--- src/sv/cbfs_pkg.sv ---
// Shared types, constants and codes for the chained block file store.
`timescale 1ns / 1ps

package cbfs_pkg;

    localparam int NUM_FILES   = 64;
    localparam int BLOCK_COUNT = 128;
    localparam int BLOCK_BYTES = 64;

    localparam int FILE_W  = $clog2(NUM_FILES);
    localparam int BLK_W   = $clog2(BLOCK_COUNT);
    localparam int OFF_W   = $clog2(BLOCK_BYTES);
    localparam int DADDR_W = BLK_W + OFF_W;
    localparam int LEN_W   = 14;
    localparam int POS_W   = 13;
    localparam int LINK_W  = 8;
    localparam int NBLK_W  = 8;
    localparam int WANT_W  = 9;

    localparam logic [LINK_W-1:0] LINK_FREE = 8'hFF;
    localparam logic [LINK_W-1:0] LINK_END  = 8'hFE;
    localparam logic [LINK_W-1:0] HEAD_FREE = 8'hFF;

    localparam logic [1:0] MODE_CREATE = 2'd0;
    localparam logic [1:0] MODE_SIZE   = 2'd1;
    localparam logic [1:0] MODE_WRITE  = 2'd2;
    localparam logic [1:0] MODE_READ   = 2'd3;

    localparam logic [2:0] ST_OK        = 3'd0;
    localparam logic [2:0] ST_NO_FILE   = 3'd1;
    localparam logic [2:0] ST_NO_BLOCK  = 3'd2;
    localparam logic [2:0] ST_NOT_ALLOC = 3'd3;
    localparam logic [2:0] ST_PAST_LEN  = 3'd4;

    typedef struct packed {
        logic [1:0]  mode;
        logic [5:0]  file_id;
        logic [12:0] position;
        logic [13:0] new_size;
        logic [7:0]  write_data;
    } t_req;

    typedef struct packed {
        logic [2:0]  status;
        logic [5:0]  result_file;
        logic [7:0]  read_data;
        logic [13:0] current_length;
        logic [13:0] current_capacity;
    } t_rsp;

    typedef struct packed {
        logic [LINK_W-1:0] head;
        logic [NBLK_W-1:0] nblk;
        logic [LEN_W-1:0]  len;
    } t_fent;

    typedef enum logic [4:0] {
        S_CLEAR, S_IDLE, S_DISPATCH, S_FSCAN_RD, S_FSCAN_CHK, S_BSCAN_RD, S_BSCAN_CHK,
        S_FCHK, S_DECIDE, S_TWALK_RD, S_TWALK_CHK, S_TAIL, S_GROW_RD, S_GROW_CHK,
        S_GROW_LINK, S_SHR_RD, S_SHR_CHK, S_SHR_END, S_RESIZED, S_DWALK_RD,
        S_DWALK_CHK, S_DATA, S_DATA_CHK, S_FWRITE, S_DONE
    } t_state;

    typedef enum logic [4:0] {
        OP_NONE, OP_CLEAR, OP_LOAD, OP_FRD_IDX, OP_FRD_REQ, OP_IDX_INC, OP_FOUND_FILE,
        OP_NO_FILE, OP_NO_BLOCK_NEW, OP_NO_BLOCK, OP_LRD_IDX, OP_LRD_BLK,
        OP_CREATE_TAKE, OP_NOT_ALLOC, OP_LATCH_FILE, OP_SET_TAIL_GROW,
        OP_SET_TAIL_SHRINK, OP_SET_DWALK, OP_PAST_LEN, OP_WALK, OP_TAIL,
        OP_GROW_TAKE, OP_GROW_LINK, OP_SHR_STEP, OP_SHR_END, OP_CLAMP,
        OP_DATA_WR, OP_DATA_RD, OP_RDATA, OP_FWR
    } t_op;

    typedef struct packed {
        logic [1:0] mode;
        logic       sweep_last;
        logic       head_free;
        logic       lrd_free;
        logic       lrd_valid;
        logic       idx_file_last;
        logic       free_none;
        logic       grow;
        logic       shrink;
        logic       enough;
        logic       past_cap;
        logic       past_len;
        logic       cnt_zero;
        logic       at_want;
    } t_stat;

endpackage

--- src/sv/cbfs_ctrl.sv ---
// Controller: sequences each request over the datapath.
`timescale 1ns / 1ps

module cbfs_ctrl import cbfs_pkg::*; (
    input  logic  i_clk,
    input  logic  i_rst_n,
    input  logic  i_start,
    input  t_stat i_stat,
    output t_op   o_op,
    output logic  o_busy,
    output logic  o_done
);

    t_state r_state, n_state;

    always_ff @(posedge i_clk) begin
        if (!i_rst_n) begin
            r_state <= S_CLEAR;
        end else begin
            r_state <= n_state;
        end
    end

    always_comb begin
        n_state = r_state;
        unique case (r_state)
            S_CLEAR:     if (i_stat.sweep_last) n_state = S_IDLE;
            S_IDLE:      if (i_start) n_state = S_DISPATCH;
            S_DISPATCH:  n_state = (i_stat.mode == MODE_CREATE) ? S_FSCAN_CHK : S_FCHK;
            S_FSCAN_RD:  n_state = S_FSCAN_CHK;
            S_FSCAN_CHK: begin
                if (i_stat.head_free) begin
                    n_state = i_stat.free_none ? S_DONE : S_BSCAN_RD;
                end else begin
                    n_state = i_stat.idx_file_last ? S_DONE : S_FSCAN_RD;
                end
            end
            S_BSCAN_RD:  n_state = S_BSCAN_CHK;
            S_BSCAN_CHK: n_state = i_stat.lrd_free ? S_FWRITE : S_BSCAN_RD;
            S_FCHK:      n_state = i_stat.head_free ? S_DONE : S_DECIDE;
            S_DECIDE: begin
                unique case (i_stat.mode)
                    MODE_SIZE: begin
                        if (i_stat.grow) begin
                            n_state = i_stat.enough ? S_TWALK_RD : S_DONE;
                        end else begin
                            n_state = i_stat.shrink ? S_TWALK_RD : S_RESIZED;
                        end
                    end
                    MODE_WRITE: begin
                        if (i_stat.past_cap) begin
                            n_state = i_stat.enough ? S_TWALK_RD : S_DONE;
                        end else begin
                            n_state = S_DWALK_RD;
                        end
                    end
                    default:     n_state = i_stat.past_len ? S_DONE : S_DWALK_RD;
                endcase
            end
            S_TWALK_RD:  n_state = i_stat.cnt_zero ? S_TAIL : S_TWALK_CHK;
            S_TWALK_CHK: n_state = S_TWALK_RD;
            S_TAIL:      n_state = i_stat.grow ? S_GROW_RD : S_SHR_RD;
            S_GROW_RD:   n_state = i_stat.at_want ? S_RESIZED : S_GROW_CHK;
            S_GROW_CHK:  n_state = i_stat.lrd_free ? S_GROW_LINK : S_GROW_RD;
            S_GROW_LINK: n_state = S_GROW_RD;
            S_SHR_RD:    n_state = S_SHR_CHK;
            S_SHR_CHK:   n_state = i_stat.lrd_valid ? S_SHR_RD : S_SHR_END;
            S_SHR_END:   n_state = S_RESIZED;
            S_RESIZED:   n_state = (i_stat.mode == MODE_SIZE) ? S_FWRITE : S_DWALK_RD;
            S_DWALK_RD:  n_state = i_stat.cnt_zero ? S_DATA : S_DWALK_CHK;
            S_DWALK_CHK: n_state = S_DWALK_RD;
            S_DATA:      n_state = (i_stat.mode == MODE_WRITE) ? S_FWRITE : S_DATA_CHK;
            S_DATA_CHK:  n_state = S_DONE;
            S_FWRITE:    n_state = S_DONE;
            S_DONE:      n_state = S_IDLE;
            default:     n_state = S_IDLE;
        endcase
    end

    always_comb begin
        o_op   = OP_NONE;
        o_busy = (r_state != S_IDLE);
        o_done = (r_state == S_DONE);
        unique case (r_state)
            S_CLEAR:     o_op = OP_CLEAR;
            S_IDLE:      if (i_start) o_op = OP_LOAD;
            S_DISPATCH:  o_op = (i_stat.mode == MODE_CREATE) ? OP_FRD_IDX : OP_FRD_REQ;
            S_FSCAN_RD:  o_op = OP_FRD_IDX;
            S_FSCAN_CHK: begin
                if (i_stat.head_free) begin
                    o_op = i_stat.free_none ? OP_NO_BLOCK_NEW : OP_FOUND_FILE;
                end else begin
                    o_op = i_stat.idx_file_last ? OP_NO_FILE : OP_IDX_INC;
                end
            end
            S_BSCAN_RD:  o_op = OP_LRD_IDX;
            S_BSCAN_CHK: o_op = i_stat.lrd_free ? OP_CREATE_TAKE : OP_IDX_INC;
            S_FCHK:      o_op = i_stat.head_free ? OP_NOT_ALLOC : OP_LATCH_FILE;
            S_DECIDE: begin
                unique case (i_stat.mode)
                    MODE_SIZE: begin
                        if (i_stat.grow) begin
                            o_op = i_stat.enough ? OP_SET_TAIL_GROW : OP_NO_BLOCK;
                        end else if (i_stat.shrink) begin
                            o_op = OP_SET_TAIL_SHRINK;
                        end
                    end
                    MODE_WRITE: begin
                        if (i_stat.past_cap) begin
                            o_op = i_stat.enough ? OP_SET_TAIL_GROW : OP_NO_BLOCK;
                        end else begin
                            o_op = OP_SET_DWALK;
                        end
                    end
                    default:     o_op = i_stat.past_len ? OP_PAST_LEN : OP_SET_DWALK;
                endcase
            end
            S_TWALK_RD:  if (!i_stat.cnt_zero) o_op = OP_LRD_BLK;
            S_TWALK_CHK: o_op = OP_WALK;
            S_TAIL:      o_op = OP_TAIL;
            S_GROW_RD:   if (!i_stat.at_want) o_op = OP_LRD_IDX;
            S_GROW_CHK:  o_op = i_stat.lrd_free ? OP_GROW_TAKE : OP_IDX_INC;
            S_GROW_LINK: o_op = OP_GROW_LINK;
            S_SHR_RD:    o_op = OP_LRD_BLK;
            S_SHR_CHK:   o_op = OP_SHR_STEP;
            S_SHR_END:   o_op = OP_SHR_END;
            S_RESIZED:   o_op = (i_stat.mode == MODE_SIZE) ? OP_CLAMP : OP_SET_DWALK;
            S_DWALK_RD:  if (!i_stat.cnt_zero) o_op = OP_LRD_BLK;
            S_DWALK_CHK: o_op = OP_WALK;
            S_DATA:      o_op = (i_stat.mode == MODE_WRITE) ? OP_DATA_WR : OP_DATA_RD;
            S_DATA_CHK:  o_op = OP_RDATA;
            S_FWRITE:    o_op = OP_FWR;
            S_DONE:      o_op = OP_NONE;
            default:     o_op = OP_NONE;
        endcase
    end

endmodule

--- config.mk ---
export PLATFORM = sky130hd
export DESIGN_NAME = cbfs_ctrl
export DESIGN_NICKNAME = d
export VERILOG_FILES = /design/src/sv/cbfs_pkg.sv /design/src/sv/cbfs_ctrl.sv
export SDC_FILE = /design/constraint.sdc
export NUM_CORES = 1
export LEC_CHECK = 0
export ABC_AREA = 1
export BUFFER_PORTS_ARGS = -buffer_cell sky130_fd_sc_hd__clkbuf_2
export CORE_ASPECT_RATIO = 1.5
export CORE_MARGIN = 10
export CORE_UTILIZATION = 52
export CTS_BUF_LIST = sky130_fd_sc_hd__clkbuf_2 sky130_fd_sc_hd__clkbuf_4 sky130_fd_sc_hd__clkbuf_8
export DETAILED_ROUTE_END_ITERATION = 7
export MAX_ROUTING_LAYER = met4
export PLACE_DENSITY = 0.82
export SLEW_MARGIN = 40
export SYNTH_ARGS = -nofsm -noshare
export SYNTH_HDL_FRONTEND = slang
export SYNTH_SLANG_ARGS = --single-unit
export TNS_END_PERCENT = 10
--- constraint.sdc ---
create_clock -name i_clk -period 1.2 [get_ports i_clk]
set_input_delay 0.18 -clock i_clk [delete_from_list [all_inputs] [get_ports i_clk]]
set_output_delay 0.18 -clock i_clk [all_outputs]
set_load 0.02 [all_outputs]
==> flow_summary.json, run 1 <==
{
  "outcome": "aborted with a tool error",
  "haltStage": "global routing",
  "error_line": "[ERROR DPL-0038] Utilization greater than 100%, impossible to legalize",
  "ys.warnings.count": 0,
  "netlist-cell-type-count": 30,
  "yosysSeqAreaShare": 0.0821,
  "yosysTopAreaCell": "nand2_1",
  "rows": 21,
  "synth_nets": 260,
  "worstEndpointGrtRepair": "o_op[3]",
  "synth_common_cells": "nand2_1, nor2_1, inv_1, nand3_1, o21ai_0",
  "synth_cells": 237,
  "die_h_um": 79.3,
  "synth.avg_cell_area_um2": 5.15,
  "ys_top_cells_by_area": "nand2_1, nor2_1, nand3_1",
  "cts_sinks": 5,
  "cts-root-buf": "clkbuf_4",
  "fp.dieW_um": 59.5,
  "dp_hpwl_um": 4720,
  "start_util": 0.546,
  "clockBufferDepth": 2,
  "cts_inserted_buffers": 3,
  "worst_path_end_type": "primary output",
  "hold_buffers": 0,
  "port_buffers": 24,
  "synth-seq-cells": 5,
  "io_pins": 25,
  "pre_cts_ws_ps": -644,
  "synthArstFlopShare": 0,
  "grt_max_degree": 9,
  "gp_congestion": 1.14,
  "ys.flop_type": "dfxtp_1",
  "synth_area_mm2": 0.00122,
  "htree_num_levels": 1,
  "synth_edf_count": 0,
  "synth.most_common_cell": "nand2_1",
  "synth_top_area_share": 0.218
}
[repair_timing]
action / 4_1_cts
buffers inserted: 6
gates resized for setup: 46
setup endpoints to repair: 12
pin swaps: 11
[cell families after synthesis]
family | synth area share
AO/OA/AOI/OAI | 0.159
AND/OR/NAND/NOR | 0.588
adder cells (fa/ha/maj) | 0.0513
flip-flops | 0.0821
buffers and inverters | 0.120
[metrics by stage]
step	instances	area, µm²	setup TNS, ps
global placement	350	1900	-4740
floorplan	237	1270	-1290
CTS	360	2140	-5470
detailed placement	350	1900	-5560
==> run 2: changes to the inputs <==
Settings changed: CORE_AREA set to 10 10 71 73, CORE_ASPECT_RATIO 1.5 to not set, CORE_MARGIN 10 to not set, CORE_UTILIZATION 52 to not set, CTS_BUF_LIST sky130_fd_sc_hd__clkbuf_2 sky130_fd_sc_hd__clkbuf_4 sky130_fd_sc_hd__clkbuf_8 to not set, DIE_AREA set to 0 0 81 83, MAX_ROUTING_LAYER met4 to not set, PLACE_DENSITY 0.82 to not set, PLACE_DENSITY_LB_ADDON set to 0.15.
Clock period 1.2 ns to 1.6 ns, I/O delays scaled along.
==> run 2 against run 1 <==
  * The flow now finishes, with violations (setup timing)
  * Synthesized area unchanged
  * Synthesized cell count unchanged
==> flow_summary.json, run 2 <==
{
  "critPathCaptureType": "output port",
  "cp.arrival_ps": 1680,
  "synth_mux_area_frac": 0,
  "cts-root-buf": "clkbuf_8",
  "viasPerCell": 5.22,
  "slew_viol_final": 0,
  "synthXorXnorAreaFrac": 0,
  "antennaDiodeCount": 0,
  "start_util": 0.336,
  "synthArstFlopShare": 0,
  "synth_top_family_by_area": "simple AND/OR/NAND/NOR gates",
  "finalSetupTns_ps": -2010,
  "synth_cells": 237,
  "synth-seq-cells": 5,
  "cp_cell_sequence": "buf_4 > nand2_4 > nor2_2 > nand2_1 > nand2_2 > nor4_2 > nand4_1 > buf_4",
  "p_leak_uw": 0.00129,
  "slowest_stage": "dfxtp_4",
  "htree_num_levels": 1,
  "worstSetupPathType": "flop to output port",
  "grt_pass1_wl_um": 9390,
  "crit_path_max_incr_delay_ps": 360,
  "p_total_uw": 3320,
  "whs_ps": 247,
  "cts_inserted_buffers": 3,
  "yosysTopAreaCell": "nand2_1",
  "die_area_mm2": 0.00672,
  "grt.total_usage": 0.171,
  "busiest_layer": "met2",
  "dp_hpwl_um": 4650,
  "timing.final.ws_setup_ps": -318,
  "violations": "setup timing",
  "ys.warnings.count": 0,
  "endpoint": "o_op[4]",
  "p_clk_frac": 0.072,
  "clkLatencyLatePin_ps": 230,
  "met3_usage": 0.0237,
  "grt_overflow": 0,
  "cts_sinks": 5,
  "rows": 22,
  "core_mm2": 0.00363,
  "synth.most_common_cell": "nand2_1",
  "power.switching_uw": 1600,
  "period_share": 1.20,
  "outcome": "complete, but fails checks",
  "tritoncts": "yes",
  "drive_gt1_frac": 0.509,
  "grt_max_degree": 9,
  "p_comb_frac": 0.839,
  "synth-compound-area-share": 0.159,
  "crit_required_ps": 1360,
  "rrSetupSlack_ps": -150,
  "synth_fa_ha_area_frac": 0.0513,
  "num_vias": 2066,
  "netlist-cell-type-count": 30,
  "switching_share": 0.482,
  "reg2reg_depth": 14,
  "ir_drop_v": 0.000785,
  "power_density_mw_per_mm2": 1410,
  "met1_usage": 0.228,
  "final_cell_mix": "buf_4, nand2_1, nor2_1",
  "port_buffers": 24,
  "fin_worst_skew_ps": 2.48,
  "r2r_start": "r_state[0]",
  "power_frac_seq": 0.089,
  "crit_fanout": 5,
  "cap_viol_max_count": 0,
  "wl_um": 6000,
  "rsz0062_at_grt": "true",
  "synth_common_cells": "nand2_1, nor2_1, inv_1, nand3_1, o21ai_0",
  "fillers": 351,
  "hold_viol": 0,
  "drc": 0,
  "largest_reg_flops": 5,
  "worstMarginPinSlew_ps": 411,
  "regMostFlops": "r_state",
  "cpMostUsedCell": "buf_4",
  "largestRegisters": "r_state x5",
  "clock.fmax_ghz": 0.521,
  "worstReg2RegEnd": "r_state[0]",
  "fp.dieW_um": 81,
  "use_met2": 0.261,
  "die_h_um": 83,
  "synth_edf_count": 0,
  "io_pins": 25,
  "start_kind": "flop",
  "p_int_uw": 1720,
  "antenna_left": 0,
  "synth_nets": 260,
  "wl_per_cell_um": 15.2,
  "gp_congestion": 0.987,
  "drt_iter0_drc": 265,
  "area_growth_syn_to_layout_pct": 92.6,
  "yosysSeqAreaShare": 0.0821,
  "crit_start": "r_state[2]",
  "post-route-min-period_ps": 1920,
  "whs_path_depth": 3,
  "final_common_cell": "buf_4",
  "synth_area_mm2": 0.00122,
  "ys.flop_type": "dfxtp_1",
  "synth_top_area_share": 0.218,
  "setup_violations": 11,
  "slew_headroom": 0.723,
  "yosys.area_share.simple": 0.588,
  "antenna_found_initial": 0,
  "first_pass_iters": 6,
  "hold_path.class": "input pin to flop",
  "clockBufferDepth": 2,
  "synth.avg_cell_area_um2": 5.15,
  "layout.nets": 372,
  "grt_pass1_vias": 1955,
  "ys_top_cells_by_area": "nand2_1, nor2_1, nand3_1",
  "clk_pin_slew_ps": 40
}
run 2: cell counts after synthesis:
No cell type changed its count.
run 2: area by class of cell:
| cell class | count | area [µm²] | share of cell area |
|---|---|---|---|
| flip-flops and latches | 5 | 119 | 0.0506 |
| inverters | 32 | 123 | 0.0522 |
| repair buffers | 110 | 827 | 0.352 |
| well taps | 48 | 60.1 | 0.0256 |
| multi-input cells | 197 | 1180 | 0.501 |
| clock buffers | 4 | 45.0 | 0.0192 |
run 2: worst min path at each step:
stage	from	to	slack (ps)
after floorplan	i_rst_n	r_state[0]	370
after detailed placement	i_rst_n	r_state[0]	490
after global routing	i_rst_n	r_state[0]	270
after CTS	i_rst_n	r_state[0]	250
final	i_rst_n	r_state[0]	250
after global placement	i_rst_n	r_state[0]	490
run 2: power by group through the flow:
stage	logic (µW)	registers, µW	clock network, µW
finish	2790	295	240
floorplan	1070	201	0
global placement	1960	253	0
global route	2970	304	250
detailed placement	1940	258	0
CTS	2490	290	238
run 2: repair_timing:
| action | CTS | global route |
|---|---|---|
| gates resized for setup | 49 | 32 |
| setup buffers | 8 | 3 |
| setup endpoints to repair | 12 | 12 |
| pin swaps | 12 | 12 |
| hold buffers | 0 | 0 |
run 2: kinds of logic after synthesis:
| kind of cell | after synthesis |
|---|---|
| adder cells (fa/ha/maj) | 5 |
| buffers and inverters | 35 |
| flip-flops | 5 |
| AO/OA/AOI/OAI | 33 |
| AND/OR/NAND/NOR | 159 |
run 2: metal layers:
metal,vias up,share of wire
met5,-,0
met4,0,0.040
met3,29,0.077
met2,120,0.46
met1,917,0.43
li1,1000,-
run 2: through the flow:
| stage | cell area (µm²) | setup WS (ps) | util | std cells |
|---|---|---|---|---|
| 2_1_floorplan | 1220 | 14.3 | - | 237 |
| 3_3_place_gp | 1940 | -371 | 0.533 | 381 |
| 3_5_place_dp | 1940 | -322 | 0.533 | 381 |
| 4_1_cts | 2220 | -286 | 0.612 | 393 |
| 5_1_grt | 2350 | -403 | 0.647 | 396 |
| 6_report | 2350 | -318 | 0.647 | 396 |
run 2: worst max-delay path: cells and delay by family, from the launching register on:
kind,cells,cell delay (ps)
simple gates,6,760
flops,1,360
buf+inv,2,330
(Power assumes the default switching activity.)
==> run 3: changes to the inputs <==
Clock period 1.6 ns to 2.3 ns, I/O delays scaled along.
==> run 3 against run 2 <==
  * Combinational power fell by 62%
  * Critical endpoint unchanged
  * The flow now finishes without violations
  * Critical path type unchanged
  * Critical path depth shrank 1
  * Sequential share of layout area rose by 1.6 points
  * Clock skew down 0.96 ps
  * First-iteration DRC count shrank 38%
  * Flip-flop and latch count stayed put
  * Global-route usage down 3.9 points
  * Via count fell by 20%
  * Setup slack improved by 430 ps
  * Register-to-register slack improved by 710 ps
==> flow_summary.json, run 3 (same netlist as run 2, synthesis figures left out) <==
{
  "setup_violations": 0,
  "slew_viol_final": 0,
  "port_buffers": 24,
  "hold_viol": 0,
  "wl_um": 4520,
  "critPathCaptureType": "output port",
  "slew_headroom": 0.740,
  "grt_pass1_vias": 1534,
  "reg2reg_depth": 7,
  "area_growth_syn_to_layout_pct": 24.5,
  "grt_pass1_wl_um": 7240,
  "post-route-min-period_ps": 2190,
  "r2r_start": "r_state[1]",
  "clockBufferDepth": 2,
  "power_density_mw_per_mm2": 924,
  "cts_sinks": 5,
  "hp-start": "i_rst_n",
  "p_leak_uw": 0.000863,
  "cp.arrival_ps": 1840,
  "crit_fanout": 7,
  "final_cell_mix": "nand2_1, nor2_1, inv_1",
  "ir_drop_v": 0.000337,
  "gp_congestion": 0.918,
  "cp_cell_sequence": "buf_4 > nor2_4 > nand3_1 > nand2_1 > nor4_1 > nand4_1 > clkbuf_2",
  "start_util": 0.336,
  "wl_per_cell_um": 14.1,
  "cts_inserted_buffers": 3,
  "die_area_mm2": 0.00672,
  "whs_path_depth": 3,
  "finalSetupTns_ps": 0,
  "fillers": 437,
  "die_h_um": 83,
  "io_pins": 25,
  "first_pass_iters": 4,
  "rows": 22,
  "num_vias": 1649,
  "largest_reg_flops": 5,
  "p_total_uw": 1400,
  "drive_gt1_frac": 0.234,
  "fp.dieW_um": 81,
  "drc": 0,
  "grt.total_usage": 0.131,
  "viasPerCell": 5.14,
  "slowest_stage": "dfxtp_1",
  "fin_worst_skew_ps": 1.52,
  "hold_path.class": "input pin to flop",
  "worstSetupPathType": "flop to output port",
  "period_share": 0.951,
  "clkLatencyLatePin_ps": 220,
  "cts-root-buf": "clkbuf_8",
  "hold_buffers": 0,
  "worstReg2RegEnd": "r_state[4]",
  "tritoncts": "yes",
  "start_kind": "flop",
  "antennaDiodeCount": 0,
  "final-seq-area_um2": 101,
  "antenna_left": 0,
  "rsz0062_at_grt": "true",
  "core_mm2": 0.00363,
  "crit_path_max_incr_delay_ps": 490,
  "grt_overflow": 0,
  "worstMarginPinSlew_ps": 389,
  "largestRegisters": "r_state x5",
  "dp_hpwl_um": 3850,
  "antenna_found_initial": 0,
  "regMostFlops": "r_state",
  "crit_required_ps": 1960,
  "grt_max_degree": 9,
  "cap_viol_max_count": 0,
  "final_common_cell": "nand2_1",
  "clock.fmax_ghz": 0.457,
  "layout.nets": 297,
  "multiInputGateArea_um2": 990,
  "rrSetupSlack_ps": 560,
  "clk_pin_slew_ps": 30,
  "hold_end": "r_state[0]",
  "htree_num_levels": 1,
  "drt_iter0_drc": 163,
  "outcome": "complete, no violations"
}
-- run 3: cell types whose count changed in the layout (fill, tap and decap cells not counted), sizes merged --
| cell | before | now |
|---|---|---|
| buf | 90 | 11 |
| clkbuf | 24 | 28 |
-- run 3: area by class of cell --
| cell class | instances | share of cell area |
|---|---|---|
| Tap cell | 48 | 0.0395 |
| Clock buffer | 4 | 0.0297 |
| Multi-Input combinational cell | 197 | 0.652 |
| Sequential cell | 5 | 0.0667 |
| Timing Repair Buffer | 35 | 0.133 |
| Inverter | 32 | 0.0791 |
-- run 3: how the worst max path moves through the flow --
stage	from	cells after the start	slack, ps	end
finish	r_state[1]	7	110	o_op[4]
global route	r_state[1]	9	-20	o_op[3]
CTS	r_state[4]	8	50	o_op[0]
detailed placement	i_stat[13]	10	150	o_op[0]
global placement	i_stat[13]	10	160	o_op[0]
floorplan	i_stat[13]	8	520	o_op[0]
-- run 3: what timing repair did --
action / in CTS / in global routing
setup endpoints to repair: 0 / 3
resized for setup: 0 / 6
setup buffers: 0 / 1
-- run 3: layer usage --
| metal | vias to the layer above | part of all wire | GRT usage |
|---|---|---|---|
| met5 | - | 0 | 0 |
| met1 | 717 | 0.42 | 0.172 |
| met4 | 0 | 0.021 | 0.0469 |
| met2 | 78 | 0.46 | 0.202 |
| met3 | 9 | 0.097 | 0.0291 |
| li1 | 845 | - | - |
-- run 3: through the flow --
step | cells | worst slack [ps] | util | hold slack (ps) | instance area, µm²
2_1_floorplan | 237 | 523 | - | 471 | 1220
3_3_place_gp | 316 | 160 | 0.399 | 581 | 1450
3_5_place_dp | 316 | 149 | 0.399 | 582 | 1450
4_1_cts | 320 | 45.1 | 0.411 | 350 | 1490
5_1_grt | 321 | -19.0 | 0.418 | 377 | 1520
6_report | 321 | 113 | 0.418 | 343 | 1520
-- run 3: report_power, final --
part	internal [µW]	total, µW	switching [µW]
Sequential	120	188	68.1
Combinational	369	1050	684
Clock	119	162	43.5
-- run 3: critical path, delay by kind of cell (launching register included) --
| family | cells | cell delay (ps) |
|---|---|---|
| and+or+nand+nor | 5 | 730 |
| DFF | 1 | 490 |
| buffers and inverters | 2 | 380 |
==> run 4: changes to the inputs <==
--- a/config.mk
+++ b/config.mk
@@ -12,2 +12,3 @@
 export DIE_AREA = 0 0 81 83
+export GPL_ROUTABILITY_DRIVEN = 0
 export PLACE_DENSITY_LB_ADDON = 0.15
--- a/constraint.sdc
+++ b/constraint.sdc
@@ -3,2 +3,2 @@
 set_output_delay 0.345 -clock i_clk [all_outputs]
-set_load 0.02 [all_outputs]
+set_load 0.01 [all_outputs]
==> run 4 against run 3 <==
  * Register-to-register slack gained 90 ps
  * Largest power group unchanged
  * Power shrank 8.1%
  * Clock power is essentially flat
  * Critical path type unchanged
  * Clock skew is essentially flat
==> flow_summary.json, run 4 (same netlist as run 2, synthesis figures left out) <==
{
  "outcome": "complete, no violations",
  "wl_um": 4300,
  "cap_viol_max_count": 0,
  "tritoncts": "yes",
  "slew_headroom": 0.769,
  "cp_cell_sequence": "nor2_2 > nand2_1 > nor2_1 > o21bai_1 > nand3_1 > nor3_1 > nand2_1 > clkbuf_2",
  "cp_top_family": "simple AND/OR/NAND/NOR gates",
  "layout.nets": 293,
  "critPathCaptureType": "output port",
  "rows": 22,
  "final_cell_mix": "nand2_1, nor2_1, inv_1",
  "clock.fmax_ghz": 0.461,
  "dp_hpwl_um": 3770,
  "crit_required_ps": 1960,
  "grt_pass1_vias": 1578,
  "r2r_start": "r_state[1]",
  "slew_viol_final": 0,
  "hp-start": "i_rst_n",
  "io_pins": 25,
  "cts-root-buf": "clkbuf_8",
  "core_mm2": 0.00363,
  "largestRegisters": "r_state x5",
  "post_cts_buffers": 0,
  "crit_start": "r_state[2]",
  "area_growth_syn_to_layout_pct": 21.1,
  "drt_iter0_drc": 194,
  "cts_inserted_buffers": 3,
  "whs_ps": 353,
  "cts_sinks": 5,
  "clockBufferDepth": 2,
  "grt_max_degree": 11,
  "path_depth": 8,
  "grt_overflow": 0,
  "hold_end": "r_state[0]",
  "slowest_stage": "dfxtp_1",
  "worstMarginPinSlew_ps": 346,
  "rsz0062_at_grt": "false",
  "grt.total_usage": 0.131,
  "drc": 0,
  "worstReg2RegEnd": "r_state[0]",
  "crit_path_max_incr_delay_ps": 440,
  "fin_worst_skew_ps": 1.97,
  "period_share": 0.942,
  "post-route-min-period_ps": 2170,
  "path_buf_inv": 1,
  "antenna_found_initial": 0,
  "worstSetupPathType": "flop to output port",
  "regMostFlops": "r_state",
  "fp.dieW_um": 81,
  "start_util": 0.336,
  "antenna_left": 0,
  "p_total_uw": 1290,
  "final_common_cell": "nand2_1",
  "drive_gt1_frac": 0.216,
  "power_density_mw_per_mm2": 873,
  "ir_drop_v": 0.000322,
  "hold_path.class": "input pin to flop",
  "die_area_mm2": 0.00672,
  "grt_pass1_wl_um": 7300,
  "whs_path_depth": 3,
  "start_kind": "flop",
  "die_h_um": 83,
  "finalSetupTns_ps": 0,
  "p_leak_uw": 0.000848,
  "port_buffers": 24,
  "antennaDiodeCount": 0,
  "wl_per_cell_um": 13.6,
  "hold_buffers": 0,
  "rrSetupSlack_ps": 650,
  "num_vias": 1601,
  "clk_pin_slew_ps": 30,
  "viasPerCell": 5.05,
  "cp.arrival_ps": 1820,
  "reg2reg_depth": 10,
  "cpMostUsedCell": "nand2_1",
  "crit_fanout": 6,
  "hold_viol": 0,
  "setup_violations": 0,
  "htree_num_levels": 1,
  "first_pass_iters": 4,
  "clkLatencyLatePin_ps": 220,
  "largest_reg_flops": 5
}
-- run 4: stage by stage --
stage          std cells   util  cell area [µm²]  setup WS [ps]
4_1_cts              317  0.405             1470           37.8
6_report             317  0.407             1480            133
5_1_grt              317  0.407             1480           2.15
2_1_floorplan        237      -             1220            594
3_3_place_gp         313  0.393             1430            201
3_5_place_dp         313  0.393             1430            165
-- run 4: where the power goes --
group / switching [µW] / total [µW] / internal (µW)
Clock: 42.6 / 161 / 119
Combinational: 592 / 925 / 333
Sequential: 80.1 / 203 / 123
Total: 714 / 1290 / 575
-- run 4: area by class of cell --
| class | count | area (µm²) |
|---|---|---|
| sequential | 5 | 104 |
| multi-input combinational | 197 | 976 |
| inverter | 32 | 120 |
| clock buffer | 4 | 45.0 |
| tap | 48 | 60.1 |
| timing repair buffer | 31 | 173 |
| fill | 442 | 2160 |
-- run 4: what timing repair did --
action                                  4_1_cts  5_1_grt
resized for setup                             1        3
gates cloned                                  0        0
endpoints found under the setup margin        2        5
-- run 4: worst max-delay path by stage --
stage,slack [ps],endpoint
after floorplan,590,o_op[0]
after global placement,200,o_op[1]
after detailed placement,170,o_op[0]
after CTS,40,o_op[0]
after global routing,2,o_op[1]
final,130,o_op[1]
-- run 4: metal layers --
metal | track usage | part of all wire
met1 | 0.171 | 0.43
met2 | 0.195 | 0.43
met3 | 0.0366 | 0.11
met4 | 0.0548 | 0.026
met5 | 0 | 0
-- run 4: worst reg2reg max path: stages (launching register included) --
cell and delay [ps]:
dfxtp_2 450, nand2_1 140, nor2_1 230, nand2_1 150, buf_4 180, nand2_1 70, nor2_1 40, nand2_1 70
o21bai_1 70, nor2_1 90, nor2_1 40
